### src/rtl/core/arpc_pkg.sv
// ----------------------------------------------------------------------------
// arpc_pkg
// Shared types and constants for the ARP responder with address cache.
// ----------------------------------------------------------------------------
package arpc_pkg;

  localparam int IP_W  = 32;
  localparam int MAC_W = 48;
  localparam int CFG_W = 48;

  localparam logic [15:0] HW_ETHERNET   = 16'h0001;
  localparam logic [15:0] PROTO_IPV4    = 16'h0800;
  localparam logic [15:0] KIND_REQUEST  = 16'h0001;
  localparam logic [15:0] KIND_RESPONSE = 16'h0002;

  typedef enum logic [1:0] {
    ACT_NONE    = 2'd0,
    ACT_REPLY   = 2'd1,
    ACT_HIT     = 2'd2,
    ACT_REQUEST = 2'd3
  } action_t;

  typedef enum logic [1:0] {
    CMD_NONE  = 2'd0,
    CMD_REPLY = 2'd1,
    CMD_LEARN = 2'd2,
    CMD_QUERY = 2'd3
  } cmd_kind_t;

  typedef enum logic {
    OP_MESSAGE = 1'b0,
    OP_QUERY   = 1'b1
  } opcode_t;

  typedef enum logic {
    CFG_OWN_IP  = 1'b0,
    CFG_OWN_MAC = 1'b1
  } cfg_addr_t;

  // classified work item handed from front to back
  typedef struct packed {
    cmd_kind_t          kind;
    logic [IP_W-1:0]    ip;
    logic [MAC_W-1:0]   mac;
  } cmd_t;

  typedef struct packed {
    action_t            action;
    logic [MAC_W-1:0]   mac;
    logic [IP_W-1:0]    ip;
  } result_t;

endpackage

### src/rtl/core/arpc_front.sv
// ----------------------------------------------------------------------------
// arpc_front
// Holds the node address, filters and classifies incoming transactions and
// queues the resulting commands for the back end (two-entry queue).
// ----------------------------------------------------------------------------
module arpc_front (
  input  logic                     clk,
  input  logic                     rst_n,
  input  logic                     cfg_we,
  input  logic [0:0]               cfg_addr,
  input  logic [arpc_pkg::CFG_W-1:0] cfg_wdata,
  input  logic                     push,
  output logic                     full,
  input  logic                     in_opcode,
  input  logic                     in_length_ok,
  input  logic [15:0]              in_hardware_type,
  input  logic [15:0]              in_protocol_type,
  input  logic [15:0]              in_message_kind,
  input  logic [47:0]              in_sender_mac,
  input  logic [31:0]              in_sender_ip,
  input  logic [31:0]              in_target_ip,
  input  logic [31:0]              in_query_ip,
  output logic                     cmd_vld,
  output arpc_pkg::cmd_t           cmd,
  input  logic                     cmd_rdy
);
  import arpc_pkg::*;

  logic [IP_W-1:0] own_ip_r;
  cmd_t            cls;
  logic            msg_ok;
  cmd_t            q_r [2];
  logic            wr_ptr_r, rd_ptr_r;
  logic [1:0]      cnt_r;
  logic            do_push, do_pop;

  // own_mac is not stored here; writes to it are taken and dropped
  always_ff @(posedge clk) begin
    if (!rst_n) begin
      own_ip_r <= '0;
    end else if (cfg_we) begin
      case (cfg_addr_t'(cfg_addr))
        CFG_OWN_IP:  own_ip_r <= cfg_wdata[IP_W-1:0];
        CFG_OWN_MAC: ;
        default: ;
      endcase
    end
  end

  assign msg_ok = in_length_ok && (in_hardware_type == HW_ETHERNET) &&
                  (in_protocol_type == PROTO_IPV4) && (in_target_ip == own_ip_r);

  always_comb begin
    cls = '{kind: CMD_NONE, ip: '0, mac: '0};
    if (opcode_t'(in_opcode) == OP_QUERY) begin
      cls.kind = CMD_QUERY;
      cls.ip   = in_query_ip;
    end else if (msg_ok && in_message_kind == KIND_REQUEST) begin
      cls = '{kind: CMD_REPLY, ip: in_sender_ip, mac: in_sender_mac};
    end else if (msg_ok && in_message_kind == KIND_RESPONSE) begin
      cls = '{kind: CMD_LEARN, ip: in_sender_ip, mac: in_sender_mac};
    end
  end

  assign full    = (cnt_r == 2'd2);
  assign cmd_vld = (cnt_r != 2'd0);
  assign cmd     = q_r[rd_ptr_r];
  assign do_push = push && !full;
  assign do_pop  = cmd_vld && cmd_rdy;

  always_ff @(posedge clk) begin
    if (do_push) begin
      q_r[wr_ptr_r] <= cls;
    end
  end

  always_ff @(posedge clk) begin
    if (!rst_n) begin
      wr_ptr_r <= 1'b0;
      rd_ptr_r <= 1'b0;
      cnt_r    <= 2'd0;
    end else begin
      if (do_push) wr_ptr_r <= ~wr_ptr_r;
      if (do_pop)  rd_ptr_r <= ~rd_ptr_r;
      cnt_r <= cnt_r + {1'b0, do_push} - {1'b0, do_pop};
    end
  end

endmodule

### src/rtl/core/arpc_back.sv
// ----------------------------------------------------------------------------
// arpc_back
// Executes queued commands: sequential cache scan, round-robin cache fill
// and the result register toward the output queue interface.
// ----------------------------------------------------------------------------
module arpc_back #(
  parameter int CACHE_ENTRIES = 8
) (
  input  logic               clk,
  input  logic               rst_n,
  input  logic               cmd_vld,
  input  arpc_pkg::cmd_t     cmd,
  output logic               cmd_rdy,
  output logic               empty,
  input  logic               pop,
  output arpc_pkg::result_t  res
);
  import arpc_pkg::*;

  localparam int IDX_W = (CACHE_ENTRIES > 1) ? $clog2(CACHE_ENTRIES) : 1;
  localparam logic [IDX_W-1:0] LAST = IDX_W'(CACHE_ENTRIES - 1);

  typedef enum logic [3:0] {
    ST_IDLE   = 4'b0001,
    ST_SCAN   = 4'b0010,
    ST_UPDATE = 4'b0100,
    ST_RESULT = 4'b1000
  } state_t;

  state_t                   state_r, state_nxt;
  cmd_t                     cmd_r, cmd_nxt;
  logic [IDX_W-1:0]         scan_idx_r, scan_idx_nxt;
  logic                     issue_done_r, issue_done_nxt;
  logic                     rd_vld_r, rd_vld_nxt;
  logic [IDX_W-1:0]         rd_idx_r, rd_idx_nxt;
  logic                     rd_ent_vld_r;
  logic [IP_W-1:0]          rd_ip_r;
  logic [MAC_W-1:0]         rd_mac_r;
  logic [CACHE_ENTRIES-1:0] valid_r, valid_nxt;
  logic [IDX_W-1:0]         wr_ptr_r, wr_ptr_nxt;
  result_t                  pend_r, pend_nxt;
  result_t                  res_r, res_nxt;
  logic                     res_vld_r, res_vld_nxt;
  logic                     mem_we;
  logic [IP_W-1:0]          ent_ip;
  logic [MAC_W-1:0]         ent_mac;

  logic [IP_W-1:0]  ip_mem  [CACHE_ENTRIES];
  logic [MAC_W-1:0] mac_mem [CACHE_ENTRIES];

  // cache storage, registered read at the scan index
  always_ff @(posedge clk) begin
    if (mem_we) begin
      ip_mem[wr_ptr_r]  <= cmd_r.ip;
      mac_mem[wr_ptr_r] <= cmd_r.mac;
    end
    rd_ip_r  <= ip_mem[scan_idx_r];
    rd_mac_r <= mac_mem[scan_idx_r];
  end

  // entries never written read as zero
  assign ent_ip  = rd_ent_vld_r ? rd_ip_r  : '0;
  assign ent_mac = rd_ent_vld_r ? rd_mac_r : '0;

  assign cmd_rdy = (state_r == ST_IDLE);
  assign empty   = !res_vld_r;
  assign res     = res_r;

  always_comb begin
    state_nxt      = state_r;
    cmd_nxt        = cmd_r;
    scan_idx_nxt   = scan_idx_r;
    issue_done_nxt = issue_done_r;
    rd_vld_nxt     = rd_vld_r;
    rd_idx_nxt     = rd_idx_r;
    valid_nxt      = valid_r;
    wr_ptr_nxt     = wr_ptr_r;
    pend_nxt       = pend_r;
    res_nxt        = res_r;
    res_vld_nxt    = res_vld_r && !pop;
    mem_we         = 1'b0;

    case (state_r)
      ST_IDLE: begin
        if (cmd_vld) begin
          cmd_nxt = cmd;
          case (cmd.kind)
            CMD_QUERY, CMD_LEARN: begin
              scan_idx_nxt   = '0;
              issue_done_nxt = 1'b0;
              rd_vld_nxt     = 1'b0;
              state_nxt      = ST_SCAN;
            end
            CMD_REPLY: begin
              pend_nxt  = '{action: ACT_REPLY, mac: cmd.mac, ip: cmd.ip};
              state_nxt = ST_RESULT;
            end
            default: begin
              pend_nxt  = '{action: ACT_NONE, mac: '0, ip: '0};
              state_nxt = ST_RESULT;
            end
          endcase
        end
      end

      ST_SCAN: begin
        // issue stage: one read per cycle
        if (!issue_done_r) begin
          rd_vld_nxt = 1'b1;
          rd_idx_nxt = scan_idx_r;
          if (scan_idx_r == LAST) begin
            issue_done_nxt = 1'b1;
          end else begin
            scan_idx_nxt = scan_idx_r + 1'b1;
          end
        end else begin
          rd_vld_nxt = 1'b0;
        end
        // compare stage: lowest matching entry wins
        if (rd_vld_r) begin
          if (ent_ip == cmd_r.ip) begin
            rd_vld_nxt = 1'b0;
            state_nxt  = ST_RESULT;
            if (cmd_r.kind == CMD_QUERY) begin
              pend_nxt = '{action: ACT_HIT, mac: ent_mac, ip: '0};
            end else begin
              pend_nxt = '{action: ACT_NONE, mac: '0, ip: '0};
            end
          end else if (rd_idx_r == LAST) begin
            rd_vld_nxt = 1'b0;
            if (cmd_r.kind == CMD_QUERY) begin
              pend_nxt  = '{action: ACT_REQUEST, mac: '0, ip: cmd_r.ip};
              state_nxt = ST_RESULT;
            end else begin
              pend_nxt  = '{action: ACT_NONE, mac: '0, ip: '0};
              state_nxt = ST_UPDATE;
            end
          end
        end
      end

      ST_UPDATE: begin
        mem_we              = 1'b1;
        valid_nxt[wr_ptr_r] = 1'b1;
        wr_ptr_nxt          = (wr_ptr_r == LAST) ? '0 : wr_ptr_r + 1'b1;
        state_nxt           = ST_RESULT;
      end

      ST_RESULT: begin
        if (!res_vld_r || pop) begin
          res_nxt     = pend_r;
          res_vld_nxt = 1'b1;
          state_nxt   = ST_IDLE;
        end
      end

      default: state_nxt = ST_IDLE;
    endcase
  end

  always_ff @(posedge clk) begin
    if (!rst_n) begin
      state_r      <= ST_IDLE;
      issue_done_r <= 1'b0;
      rd_vld_r     <= 1'b0;
      valid_r      <= '0;
      wr_ptr_r     <= '0;
      res_vld_r    <= 1'b0;
    end else begin
      state_r      <= state_nxt;
      issue_done_r <= issue_done_nxt;
      rd_vld_r     <= rd_vld_nxt;
      valid_r      <= valid_nxt;
      wr_ptr_r     <= wr_ptr_nxt;
      res_vld_r    <= res_vld_nxt;
    end
  end

  always_ff @(posedge clk) begin
    cmd_r        <= cmd_nxt;
    scan_idx_r   <= scan_idx_nxt;
    rd_idx_r     <= rd_idx_nxt;
    rd_ent_vld_r <= valid_r[scan_idx_r];
    pend_r       <= pend_nxt;
    res_r        <= res_nxt;
  end

endmodule

### src/rtl/core/arp_responder_with_cache_top.sv
// ----------------------------------------------------------------------------
// arp_responder_with_cache_top
// ARP responder and resolver with a small round-robin address cache.
// ----------------------------------------------------------------------------
// Each accepted transaction yields exactly one result, in order. The front end
// filters and classifies a transaction in the cycle it is pushed and parks it
// in a two-entry command queue, so push keeps being taken, until two commands
// wait there, while the back end works or a result waits to be popped. Replies
// and dropped messages go from idle straight to the result state in the back
// end. Queries and accepted ARP responses scan the cache one entry per cycle
// through its single registered read port, and a response that misses writes
// the cache in an update state after the scan. Cache contents read as zero
// until written, so after reset IP 0 matches entry 0.
module arp_responder_with_cache_top #(
  parameter int CACHE_ENTRIES = 8
) (
  input  logic        clk,
  input  logic        rst_n,
  input  logic        cfg_we,
  input  logic [0:0]  cfg_addr,
  input  logic [47:0] cfg_wdata,
  input  logic        push,
  output logic        full,
  input  logic        in_opcode,
  input  logic        in_length_ok,
  input  logic [15:0] in_hardware_type,
  input  logic [15:0] in_protocol_type,
  input  logic [15:0] in_message_kind,
  input  logic [47:0] in_sender_mac,
  input  logic [31:0] in_sender_ip,
  input  logic [31:0] in_target_ip,
  input  logic [31:0] in_query_ip,
  output logic        empty,
  input  logic        pop,
  output logic [1:0]  out_action,
  output logic [47:0] out_mac,
  output logic [31:0] out_ip
);
  import arpc_pkg::*;

  logic    cmd_vld, cmd_rdy;
  cmd_t    cmd;
  result_t res;

  arpc_front u_front (
    .clk              (clk),
    .rst_n            (rst_n),
    .cfg_we           (cfg_we),
    .cfg_addr         (cfg_addr),
    .cfg_wdata        (cfg_wdata),
    .push             (push),
    .full             (full),
    .in_opcode        (in_opcode),
    .in_length_ok     (in_length_ok),
    .in_hardware_type (in_hardware_type),
    .in_protocol_type (in_protocol_type),
    .in_message_kind  (in_message_kind),
    .in_sender_mac    (in_sender_mac),
    .in_sender_ip     (in_sender_ip),
    .in_target_ip     (in_target_ip),
    .in_query_ip      (in_query_ip),
    .cmd_vld          (cmd_vld),
    .cmd              (cmd),
    .cmd_rdy          (cmd_rdy)
  );

  arpc_back #(
    .CACHE_ENTRIES (CACHE_ENTRIES)
  ) u_back (
    .clk     (clk),
    .rst_n   (rst_n),
    .cmd_vld (cmd_vld),
    .cmd     (cmd),
    .cmd_rdy (cmd_rdy),
    .empty   (empty),
    .pop     (pop),
    .res     (res)
  );

  assign out_action = res.action;
  assign out_mac    = res.mac;
  assign out_ip     = res.ip;

endmodule

### config.mk
export PLATFORM = sky130hd
export DESIGN_NAME = arp_responder_with_cache_top
export DESIGN_NICKNAME = d
export VERILOG_FILES = /design/src/rtl/core/arpc_pkg.sv /design/src/rtl/core/arpc_front.sv /design/src/rtl/core/arpc_back.sv /design/src/rtl/core/arp_responder_with_cache_top.sv
export SDC_FILE = /design/constraint.sdc
export NUM_CORES = 1
export LEC_CHECK = 0
export ABC_CLOCK_PERIOD_IN_PS = 6800
export BUFFER_PORTS_ARGS = -buffer_cell sky130_fd_sc_hd__buf_2
export CAP_MARGIN = 15
export CORE_UTILIZATION = 51
export CTS_BUF_LIST = sky130_fd_sc_hd__clkbuf_4 sky130_fd_sc_hd__clkbuf_8
export DETAILED_ROUTE_END_ITERATION = 7
export HOLD_SLACK_MARGIN = 0.03
export MAX_ROUTING_LAYER = met4
export PLACE_DENSITY = 0.79
export SLEW_MARGIN = 20
export SYNTH_ARGS = -nofsm -noshare
export SYNTH_HDL_FRONTEND = slang
export SYNTH_SLANG_ARGS = --single-unit
### constraint.sdc
create_clock -name clk -period 6.8 [get_ports clk]
set_input_delay 0 -clock clk [delete_from_list [all_inputs] [get_ports clk]]
set_output_delay 0 -clock clk [all_outputs]
set_load 0.1 [all_outputs]
* Yosys cells after proc, flatten, opt, wreduce, memory -nomap -nowiden
Memory sizes are Yosys's and may differ from the RTL's. A register that Yosys moved wholly into a read port is not among the register bits.
Cells that the tools add are included.
** Word-level totals
- Output and inout port bits :: 84
- Bits in writable memories :: 804
- Bits of input ports :: 248
- Memories kept :: 3
- Bits in registers :: 307
- Logic and storage cells :: 138
** Cells by class
- $add $sub $neg :: 4
- Equal/unequal tests :: 26
- Reductions and logical operators :: 24
- Order comparisons :: 3
- Mux-type cells :: 51
- Bitwise operators :: 5
** Memory list
- u_back.mac_mem :: words 8, bits a word 48, read ports 1, clocked after Yosys merged registers in 1, wr ports 1, RTL line arpc_back.sv:49 : logic [MAC_W-1:0] mac_mem [CACHE_ENTRIES];
- u_back.ip_mem :: words 8, bits a word 32, read ports 1, clocked after Yosys merged registers in 1, wr ports 1, RTL line arpc_back.sv:48 : logic [IP_W-1:0] ip_mem [CACHE_ENTRIES];
- u_front.q_r :: words 2, bits a word 82, read ports 1, clocked after Yosys merged registers in 1, wr ports 1, RTL line arpc_front.sv:32 : cmd_t q_r [2];
** Operator list (number)
- 82-bit two-way mux :: 8
- 82-bit one-hot mux with 2 select lines :: 2
- 48-bit two-way mux :: 2
- 32-bit equality test :: 2
- 34-bit two-way mux :: 1
- 16-bit by 1-bit equality test with 1-bit output, second input constant :: 2
- 32-bit two-way mux :: 1
- 4-bit two-way mux :: 7
- 1-bit two-way mux :: 19
- 16-bit by 12-bit equality test with 1-bit output, second input constant :: 1
- 16-bit by 2-bit equality test with 1-bit output, second input constant :: 1
- 4-bit one-hot mux with 4 select lines :: 1
- 3-bit two-way mux :: 5
- 5-bit AND reduction :: 2
- 3-bit equality test, second input constant :: 3
- 1-bit logical AND :: 9
- 2-bit equality test, second input constant :: 4
- 3-bit by 4-bit < comparator with 1-bit output, second input constant :: 2
- 2-bit by 1-bit != test with 1-bit output, second input constant :: 4
- 8-bit OR :: 1
- 2-bit AND reduction :: 4
- 3-bit by 1-bit adder with 3-bit output, second input constant :: 2
- 2-bit != test, second input constant :: 3
- 3-bit one-hot mux with 2 select lines :: 1
- 19 further kinds :: 26

* Depth between registers and ports, before layout
- Depth after elaboration :: 8
- Depth in mapped cells :: 10
- Gate-level depth less buffers :: 8

* By module
A second synthesis with hierarchy kept.
** Second synthesis, totals
- Cell total of the unflattened synthesis :: 2402
- Area total of the unflattened synthesis :: 44719.1 µm²
** By module, submodules not included
- arpc_back :: instances 1, sequential area each 28767.6 µm², area each 36028.3 µm², cells each 1704
- arpc_front :: instances 1, sequential area each 5665.4 µm², area each 8690.8 µm², cells each 698

* Worst setup path after synthesis
No wires, ideal clock.
- Kind :: register -> register
- Start :: register u_back.state_r[2]
- End :: memory u_back.ip_mem[0][0], enable pin
- Stages on the path, launching flop included :: 4
- Data required time :: 6.181 ns
- Clock period less this slack :: 7.193 ns
- Arrival :: 6.574 ns
- Setup time :: 0.619 ns
- Buffers on the path :: 0
- Path slack :: -0.393 ns
- Cells stage by stage :: dfxtp_1 > nor4b_1 > nand2b_1 > nor3_1
** Between the ends
- Longest elaborated chain between the ends :: 4
** Ends and longest elaborated chain
- start: declaration :: RTL line arpc_back.sv:30 : state_t state_r, state_nxt;
- start signal: assignment :: RTL line arpc_back.sv:170 : state_r <= state_nxt;
- 4-bit by 3-bit equality test with 1-bit output :: RTL line arpc_back.sv:83 : case (state_r)
- 1-bit two-way mux :: RTL line arpc_back.sv:83
- 1-bit two-way mux :: RTL line arpc_back.sv:53 : if (mem_we) begin
- 1-bit two-way mux (not written as such) :: RTL line arpc_back.sv:54 : ip_mem[wr_ptr_r] <= cmd_r.ip;
- end: declaration :: RTL line arpc_back.sv:48
Every way passes these cells.

==> impl_metrics.yaml <==
global_route:
  grtUsageMet2_pct: 42.7
  top_usage_layer: "met2"
  grt_pass1_vias: 27000
  globalRouteMet3Util_pct: 4.68
  antenna_found_initial: 6
  grt_max_degree: 164
  grt_use_total_pct: 25.3
  grt_pass1_wl_um: 163000
  overflow: 0
  met1_usage_pct: 30.4
sta:
  slew_headroom_pct: 30.6
  post-route-period-util_pct: 70.9
  hold_violations: 0
  skew_ns: 0.0727
  rsz0062_at_grt: "no"
  max_freq_mhz: 207
  worst_slack_ns: 1.98
  period_minus_slack_ns: 4.82
  tightest_slew_ns: 1.04
  setup_viol: 0
  fin_setup_tns_ns: 0
  slew_viol_final: 0
job:
  drv_cap: 0
floorplan:
  pin_count: 332
  die_h_um: 297
  fp.dieW_um: 297
  rows: 107
  start_util_pct: 51.7
  core_region_area_um2: 85700
  dieArea_um2: 88100
setup_path:
  crit_top_cell: "dlygate4sd3_1"
  end_kind: "flop"
  slowest_stage: "dlygate4sd3_1"
  crit_buf_inv: 5
  cp.arrival_ns: 5.47
  slowest_delay_ns: 0.62
  critPathTopFamily: "buffers and inverters"
  crit_path_cell_trace: "xor2_1, a2111o_1, dlygate4sd3_1, nor4_1, dlygate4sd3_1, nand4_1, a211oi_4, dlygate4sd3_1, buf_4, a22o_1, dlygate4sd3_1"
  critPathKind: "reg2reg"
  critical_path_required_ns: 7.45
  startpoint_type: "flop"
  cp_max_fo: 23
placed_design:
  port_buffers: 315
  dpl.hpwl_um: 52900
  dp_slack_ns: 2.77
  post_dp_cell_area_um2: 47400
  dp.cells: 3655
  routabilityCongestion: 0.784
logic_synthesis:
  synth-edff-count: 1056
  synth-simple-area-share_pct: 4.07
  muxShareOfSynthArea_pct: 12.4
  synthAdderAreaFrac_pct: 0.169
  synthXorXnorAreaFrac_pct: 0.968
  synth_area_um2: 44300
  synth_nets: 2528
  ys_seq_area_share_pct: 77.7
  synth_compound_area_share_pct: 3.66
  syn_avg_cell_area_um2: 19.5
  synth_top_area_share_pct: 71.5
  synth_top_family_by_area: "multiplexers"
  synthArstFlopShare_pct: 0
  yosysTopAreaCell: "edfxtp_1"
  synth.area.top_cells: "edfxtp_1 (72%), mux4_2 (8.2%), dfxtp_1 (6.1%)"
  ys_seq_elements: 1192
  synth_cell_type_count: 48
  yosys_warnings: 0
  yosys_most_used_dff: "edfxtp_1"
  synthCells: 2274
drt:
  dr.pass1.iters: 5
  drc_errors: 0
  vias: 25400
  ant_nets: 0
  vias_per_cell: 5.88
  drtIter0Drc: 2735
  wl_um: 110000
  post_drt_wl_per_cell_um: 25.5
clock_tree:
  root_buffer: "clkbuf_8"
  cts_buffers: 177
  cts.sinks: 1192
  clockBufferDepth: 3
  tritoncts: "built"
  clk_latency_ns: 0.86
  clk_pin_slew_worst_paths_ns: 0.06
  post_cts.repair.setup_buffers: 0
  htreeDepth: 4
pwr:
  power_leakage_nw: 18.4
  p_per_area_nw_per_um2: 358
  ir_drop_v: 0.000360
final_layout:
  final.fill_count: 5485
  syn_to_final_growth_pct: 22.9
  final_common_cell: "edfxtp_1"
  nets: 3268
  design_area_um2: 54500
  final_cells: 4319
  drive_gt1_share_pct: 31.9
  mostFrequentLayoutCells: "edfxtp_1 (1,056), dlygate4sd3_1 (323), buf_2 (315)"
min_path:
  hold_class: "in2reg"
run_status:
  status: "finished clean"
[timing repair]
item / 4_1_cts / 5_1_grt
resized for setup: 0 / 0
hold endpoints to repair: 311 / 0
hold buffers: 323 / 0
[layer usage]
metal	share of wire, %	vias to the layer above
met5	0	-
met4	3.3	0
met3	7.9	292
met2	52	1556
met1	37	12900
li1	-	10600
[worst paths after layout]
path / start / to / slack [ns] / cells past startpoint
max: u_front.own_ip_r[29] / u_front.q_r[1][79] / 1.98 / 11
min reg2reg: u_back.pend_r[29] / u_back.res[29] / 0.42 / 0
min: in_sender_mac[29] / u_front.q_r[0][29] / 0.08 / 3
max reg2reg: u_front.own_ip_r[29] / u_front.q_r[1][79] / 1.98 / 11
[power by group]
group          leakage [nW]  internal (W)  switching, W  total (W)
Clock                  2.05       0.00336       0.00286    0.00622
Sequential             10.8       0.00956      0.000814     0.0104
Combinational          5.62       0.00114       0.00178    0.00293
Total                  18.4        0.0141       0.00545     0.0195
[tightest hold or removal path: stages]
cell and delay (ns):
dlygate4sd3_1 0.52, buf_2 0.10, and2_1 0.13
[synth_stat cells, types with 3 or more instances]
cell type  count
o221ai_1       3
mux4_2       162
nand3b_1       3
xor2_1        16
o22ai_1       21
o21ai_0       60
and2_1        57
buf_4          3
nor4_1        12
nand3_1       66
nor2_1        22
inv_1          9
clkbuf_2       5
mux2_2       162
xnor2_1       33
and3_1         3
nor4b_1        6
ha_1           6
a32o_1        32
a21oi_1        8
a22o_1        32
o21a_1        20
nand4b_1      16
clkbuf_1      87
buf_1         21
nand2b_1       6
nor3_1        14
dfxtp_1      136
nand4_1       13
nand2_1      128
a21boi_0      35
edfxtp_1    1056
[per-stage QoR]
stage,utilization (%),power (W),hold slack (ns)
detailed placement,55.3,0.0132,0.266
floorplan,-,0.0121,0.145
global placement,55.2,0.0130,0.256
global route,63.6,0.0202,0.0693
CTS,63.5,0.0194,0.0312
finish,63.6,0.0195,0.0783
[cell type report]
cell class	count	area [µm²]	share of cell area (%)
Sequential cell	1192	34400	63.2
Multi-Input combinational cell	956	9540	17.5
Timing Repair Buffer	678	5170	9.49
Clock buffer	267	3280	6.02
Tap cell	1144	1430	2.63
Clock inverter	67	573	1.05
Inverter	9	36.3	0.0666
Antenna cell	6	15.0	0.0276
[kinds of logic (layout without fill, tap and decap cells)]
family / count (synthesis) / after routing
flip-flops: 1192 / 1192
AND/OR/NAND/NOR: 353 / 353
multiplexers: 325 / 325
AO/OA/AOI/OAI: 223 / 223
buffers and inverters: 126 / 1021
XOR/XNOR: 49 / 49
adder cells (fa/ha/maj): 6 / 6
other: 0 / 6
[sequential cells by signal, indices dropped and copies added (netlist names), 2 cells and up, named ones only]
register,flops
u_back.res,82
u_front.own_ip_r,32
u_front.q_r,164
u_back.rd_idx_r,3
u_back.valid_r,8
u_back.mac_mem,384
u_back.scan_idx_r,3
u_back.rd_mac_r,48
u_back.pend_r,82
u_front.cnt_r,2
u_back.state_r,4
u_back.ip_mem,256
u_back.wr_ptr_r,3
u_back.rd_ip_r,32
u_back.cmd_r,82
No activity file was read; power rests on OpenSTA's default activity.
